===== config.mk =====
export PLATFORM = sky130hd
export DESIGN_NAME = c3f_queue
export DESIGN_NICKNAME = d
export VERILOG_FILES = /design/src/rtl/conv3x3_divide_clamp_rgb_assert.svh /design/src/rtl/c3f_pkg.sv /design/src/rtl/c3f_queue.sv
export SDC_FILE = /design/constraint.sdc
export NUM_CORES = 1
export LEC_CHECK = 0
export BUFFER_PORTS_ARGS = -buffer_cell sky130_fd_sc_hd__buf_2
export CAP_MARGIN = 30
export CORE_ASPECT_RATIO = 1.2
export CORE_UTILIZATION = 35
export DETAILED_ROUTE_END_ITERATION = 8
export PLACE_DENSITY = 0.64
export RECOVER_POWER = 50
export REMOVE_ABC_BUFFERS = 1
export SETUP_SLACK_MARGIN = 0.2
export SLEW_MARGIN = 20
export SYNTH_ARGS = -nofsm -noshare
export SYNTH_HDL_FRONTEND = slang
export SYNTH_SLANG_ARGS = --single-unit

===== constraint.sdc =====
create_clock -name i_clk -period 8.9 [get_ports i_clk]
set_input_delay 1.335 -clock i_clk [delete_from_list [all_inputs] [get_ports i_clk]]
set_output_delay 1.335 -clock i_clk [all_outputs]
set_load 0.02 [all_outputs]

===== src/rtl/conv3x3_divide_clamp_rgb_assert.svh =====
// Assertion macro used by c3f_back.
`ifndef CONV3X3_DIVIDE_CLAMP_RGB_ASSERT_SVH
`define CONV3X3_DIVIDE_CLAMP_RGB_ASSERT_SVH
// Check an implication at every rising clock edge outside reset.
`define C3_ASSERT(label, clk, rst_n, prop, msg) \
    label: assert property (@(posedge clk) disable iff (!rst_n) (prop)) else $error(msg);
`endif


===== src/rtl/c3f_pkg.sv =====
// ----------------------------------------------------------------------------
// c3f_pkg: types and constants of the 3x3 RGB convolution filter
// Beat payloads, register indexes, reset values, the front-to-back record and back states.
// ----------------------------------------------------------------------------
package c3f_pkg;
    localparam int MAX_WIDTH_DEF  = 1024;
    localparam int MAX_HEIGHT_DEF = 1024;
    localparam int COEF_BITS_DEF  = 16;
    localparam int CFG_IDX_BITS   = 3;
    localparam int CFG_DATA_BITS  = 48;
    localparam int SUM_BITS       = 16;
    localparam int DIV_BITS       = 15;
    localparam int GEOM_BITS      = 11;
    localparam int COORD_BITS     = 10;

    localparam logic [CFG_IDX_BITS-1:0] REG_KROW0  = 3'd0;
    localparam logic [CFG_IDX_BITS-1:0] REG_KROW1  = 3'd1;
    localparam logic [CFG_IDX_BITS-1:0] REG_KROW2  = 3'd2;
    localparam logic [CFG_IDX_BITS-1:0] REG_DIVISOR = 3'd3;
    localparam logic [CFG_IDX_BITS-1:0] REG_WIDTH  = 3'd4;
    localparam logic [CFG_IDX_BITS-1:0] REG_HEIGHT = 3'd5;

    localparam logic [47:0] KROW1_RESET = 48'd65536;
    localparam logic [7:0]  PIX_MAX     = 8'd255;

    typedef struct packed {
        logic [7:0] blue_in;
        logic [7:0] green_in;
        logic [7:0] red_in;
    } t_in_beat;

    typedef struct packed {
        logic       frame_last;
        logic [9:0] out_col;
        logic [9:0] out_row;
        logic [7:0] blue_out;
        logic [7:0] green_out;
        logic [7:0] red_out;
    } t_out_beat;

    // one complete window handed from front to back
    typedef struct packed {
        logic [8:0][23:0] win;
        logic [9:0]       row;
        logic [9:0]       col;
        logic             last;
    } t_job;

    typedef enum logic [1:0] {
        ST_IDLE, ST_MAC, ST_DIV, ST_OUT
    } t_back_state;
endpackage


===== src/rtl/c3f_queue.sv =====
// ----------------------------------------------------------------------------
// c3f_queue: short job queue between front and back
// Four-entry register FIFO with full and empty flags.
// ----------------------------------------------------------------------------
module c3f_queue (
    input  logic          i_clk,
    input  logic          i_rst_n,
    input  logic          i_push,
    input  c3f_pkg::t_job i_job,
    output logic          o_full,
    input  logic          i_pop,
    output logic          o_empty,
    output c3f_pkg::t_job o_job
);
    c3f_pkg::t_job r_mem [4];
    logic [1:0] r_wp, r_rp;
    logic [2:0] r_cnt;
    logic       push_ok, pop_ok;

    assign o_full  = (r_cnt == 3'd4);
    assign o_empty = (r_cnt == 3'd0);
    assign push_ok = i_push && !o_full;
    assign pop_ok  = i_pop && !o_empty;
    assign o_job   = r_mem[r_rp];

    always_ff @(posedge i_clk) begin
        if (push_ok) r_mem[r_wp] <= i_job;
    end

    always_ff @(posedge i_clk) begin
        if (!i_rst_n) begin
            r_wp <= '0;
            r_rp <= '0;
            r_cnt <= '0;
        end else begin
            if (push_ok) r_wp <= r_wp + 2'd1;
            if (pop_ok) r_rp <= r_rp + 2'd1;
            r_cnt <= r_cnt + 3'(push_ok) - 3'(pop_ok);
        end
    end
endmodule


==> impl_metrics.py <==
metrics = {
    "floorplan": {
        "die_w_um": 290,
        "fp-row-count": 126,
        "start_util_pct": 35.4,
        "fp.dieH_um": 348,
        "core_mm2": 0.0987,
        "io-pin-count": 480,
        "floorplan.die_area_mm2": 0.101,
    },
    "logic_synthesis": {
        "ys_ff_latch": 957,
        "postSynthCellCount": 1289,
        "synth-simple-area-share_pct": 0.312,
        "synth_top_area_share_pct": 81.5,
        "synth_common_cells": "948 x edfxtp_1, 237 x mux4_2, 25 x buf_12, 24 x buf_2, 9 x dfxtp_1",
        "ys_warn_count": 0,
        "synth_top_family_by_area": "multiplexers",
        "muxShareOfSynthArea_pct": 15.3,
        "seq_area_frac_synth_pct": 82.0,
        "synth_compound_area_share_pct": 0.0645,
        "synth-main-ff-cell": "edfxtp_1",
        "netlist_area_mm2": 0.0349,
        "synthArstFlopShare_pct": 0,
        "synth.most_common_cell": "edfxtp_1",
        "syn_avg_cell_area_um2": 27.1,
        "synth_fa_ha_area_share_pct": 0.272,
        "synth-edff-count": 948,
        "synth.distinct_cells": 22,
        "yosys.area.top_type": "edfxtp_1",
        "synthXorXnorAreaFrac_pct": 0.0501,
        "synth_area_leaders": "edfxtp_1 81%, mux4_2 15%, buf_12 1.4%",
    },
    "timing": {
        "drv_slew": 151,
        "period_needed_ns": 5.96,
        "whs_ns": 0.502,
        "fmax_mhz": 168,
        "rsz0062_at_grt": "no",
        "fin_skew_ns": 0.0287,
        "finalSetupViolCount": 0,
        "fin_crit_sh_pct": 67.0,
        "hold_viol_final": 0,
        "worstMarginPinSlew_ns": 2.58,
        "worst_slew_margin_rel_pct": -71.9,
    },
    "critical_path": {
        "worstPathCellList": "buf_2, nor2b_1, and2_0, clkbuf_1, buf_4, buf_16",
        "crit_arrival_ns": 6.28,
        "rrSetupSlack_ns": 3.22,
        "path_max_fanout": 44,
        "critPathSlowestCell": "clkbuf_1",
        "path_delay_family": "buffers and inverters",
        "cp_num_buf_inv": 4,
        "setup.worst_path.class": "primary input to register",
        "crit_required_ns": 9.22,
        "setup.worst_path.end_class": "register",
        "critPathMaxStageDelay_ns": 1.91,
        "startpoint_type": "primary input",
    },
    "route": {
        "detail-route-antenna-nets": 0,
        "dr.first_iter.drc_count": 850,
        "drt-vias-per-instance": 4.86,
        "dr.pass1.iters": 5,
        "wire_per_inst_um": 22.3,
        "drt_wl_total_um": 71500,
        "vias": 15500,
        "drc_errors": 0,
    },
    "clock_tree": {
        "cts_resized": 0,
        "max-clock-path-buffers": 3,
        "post-cts-setup-buffer-count": 0,
        "clkTransAtPathRegs_ns": 0.06,
        "clock_sinks": 957,
        "cts_root_buffer": "clkbuf_16",
        "htree_levels": 3,
        "holdBufCountCts": 0,
        "cts_buffers": 95,
        "cts_tree": "built",
        "clk-insertion-delay-late_ns": 0.65,
    },
    "layout": {
        "final_layout_size_suffix_gt1_share_pct": 33.5,
        "area_growth_syn_to_layout_pct": 18.8,
        "fin_nets": 2078,
        "n_fill_cell": 8589,
        "fin_cells": 3201,
    },
    "power": {
        "p_per_area_mw_per_mm2": 298,
        "irDropWorstVdd_v": 0.000206,
        "leakage_nw": 13.1,
    },
    "placed_design": {
        "gp_congestion": 0.753,
        "port_buffers": 479,
        "dp.cells": 3011,
        "dpl.hpwl_um": 43600,
    },
    "status": {
        "status": "finished, violations left",
        "violations": "max-capacitance violations, max-slew violations",
    },
    "global_routing": {
        "track_usage_pct": 13.9,
        "grt_max_degree": 125,
        "grt_pass1_vias": 16700,
        "gr-total-overflow": 0,
        "grt_first_pass_wirelength_um": 105000,
        "antenna_found_initial": 18,
    },
    "job": {
        "cap_violations": 5,
    },
    "hold_path": {
        "worstHoldPathType": "register to register",
    },
}
[final timing paths]
kind	from	end	cells after the start
hold reg to reg	r_rp[1]	register	2
hold / removal	r_rp[1]	register	2
setup reg to reg	r_cnt[2]	r_mem[0][81]	6
setup / recovery	i_push	r_mem[0][81]	6
[state kept, by name, indices dropped and copies added (netlist names), named ones only]
name and flops:
r_cnt 3, r_wp 2, r_mem 948, r_rp 2
[metrics by stage]
step                power [mW]  util, %  worst slack, ns  TNS [ns]  area [µm²]
finish                    12.4     42.0             2.94         0       41500
global route              12.8     42.0             2.48         0       41500
CTS                       12.6     42.3             4.19         0       41700
detailed placement        8.49     39.1             4.53         0       38600
global placement          8.43     39.0             4.64         0       38500
floorplan                 7.82        -            -3.11   -738.13       34300
[cell type report]
type / count / area (µm²) / share of cell area [%]
Sequential cell: 957 / 28700 / 69.1
Multi-Input combinational cell: 271 / 5600 / 13.5
Tap cell: 1280 / 1600 / 3.86
Antenna cell: 12 / 30.0 / 0.0724
Clock inverter: 61 / 674 / 1.63
Inverter: 6 / 22.5 / 0.0543
Timing Repair Buffer: 499 / 2390 / 5.77
Clock buffer: 115 / 2520 / 6.06
[layout by cell type, fill, tap and decap left out, drive strengths merged]
cell type | Yosys | layout
o21ai | 3 | 3
clkbuf | 4 | 355
a21boi | 1 | 1
ha | 6 | 6
or4bb | 1 | 1
inv | 6 | 11
nor3 | 1 | 1
nor2b | 2 | 2
xnor2 | 2 | 2
dfxtp | 9 | 9
fa | 1 | 1
or3 | 1 | 1
clkinvlp | 0 | 5
mux4 | 237 | 237
nor3b | 1 | 1
clkinv | 0 | 39
bufinv | 0 | 12
nand2 | 6 | 6
buf | 51 | 259
and2 | 7 | 7
edfxtp | 948 | 948
diode | 0 | 12
mux2i | 2 | 2
[routing by layer]
metal / track usage [%] / wire (µm) / vias up
met3: 4.53 / 5520 / 128
met4: 5.79 / 1940 / 14
met1: 15.8 / 26500 / 8216
met2: 23.9 / 37400 / 480
li1: - / - / 6703
met5: 0 / 101 / -
[logic make-up after synthesis]
family,after synthesis
flops,957
mux,239
buf+inv,61
simple gates,19
fa+ha+maj,7
compound gates,4
xor+xnor,2
[worst min-delay path: stages (launching register included)]
cell,delay [ns]
dfxtp_1,0.30
o21ai_0,0.06
a21boi_0,0.09
[power by group]
group	total, mW	internal (mW)	switching [mW]
combinational	2.72	1.07	1.64
clock	4.04	2.37	1.66
sequential	5.60	5.47	0.128
No activity file was read; power rests on OpenSTA's default activity.
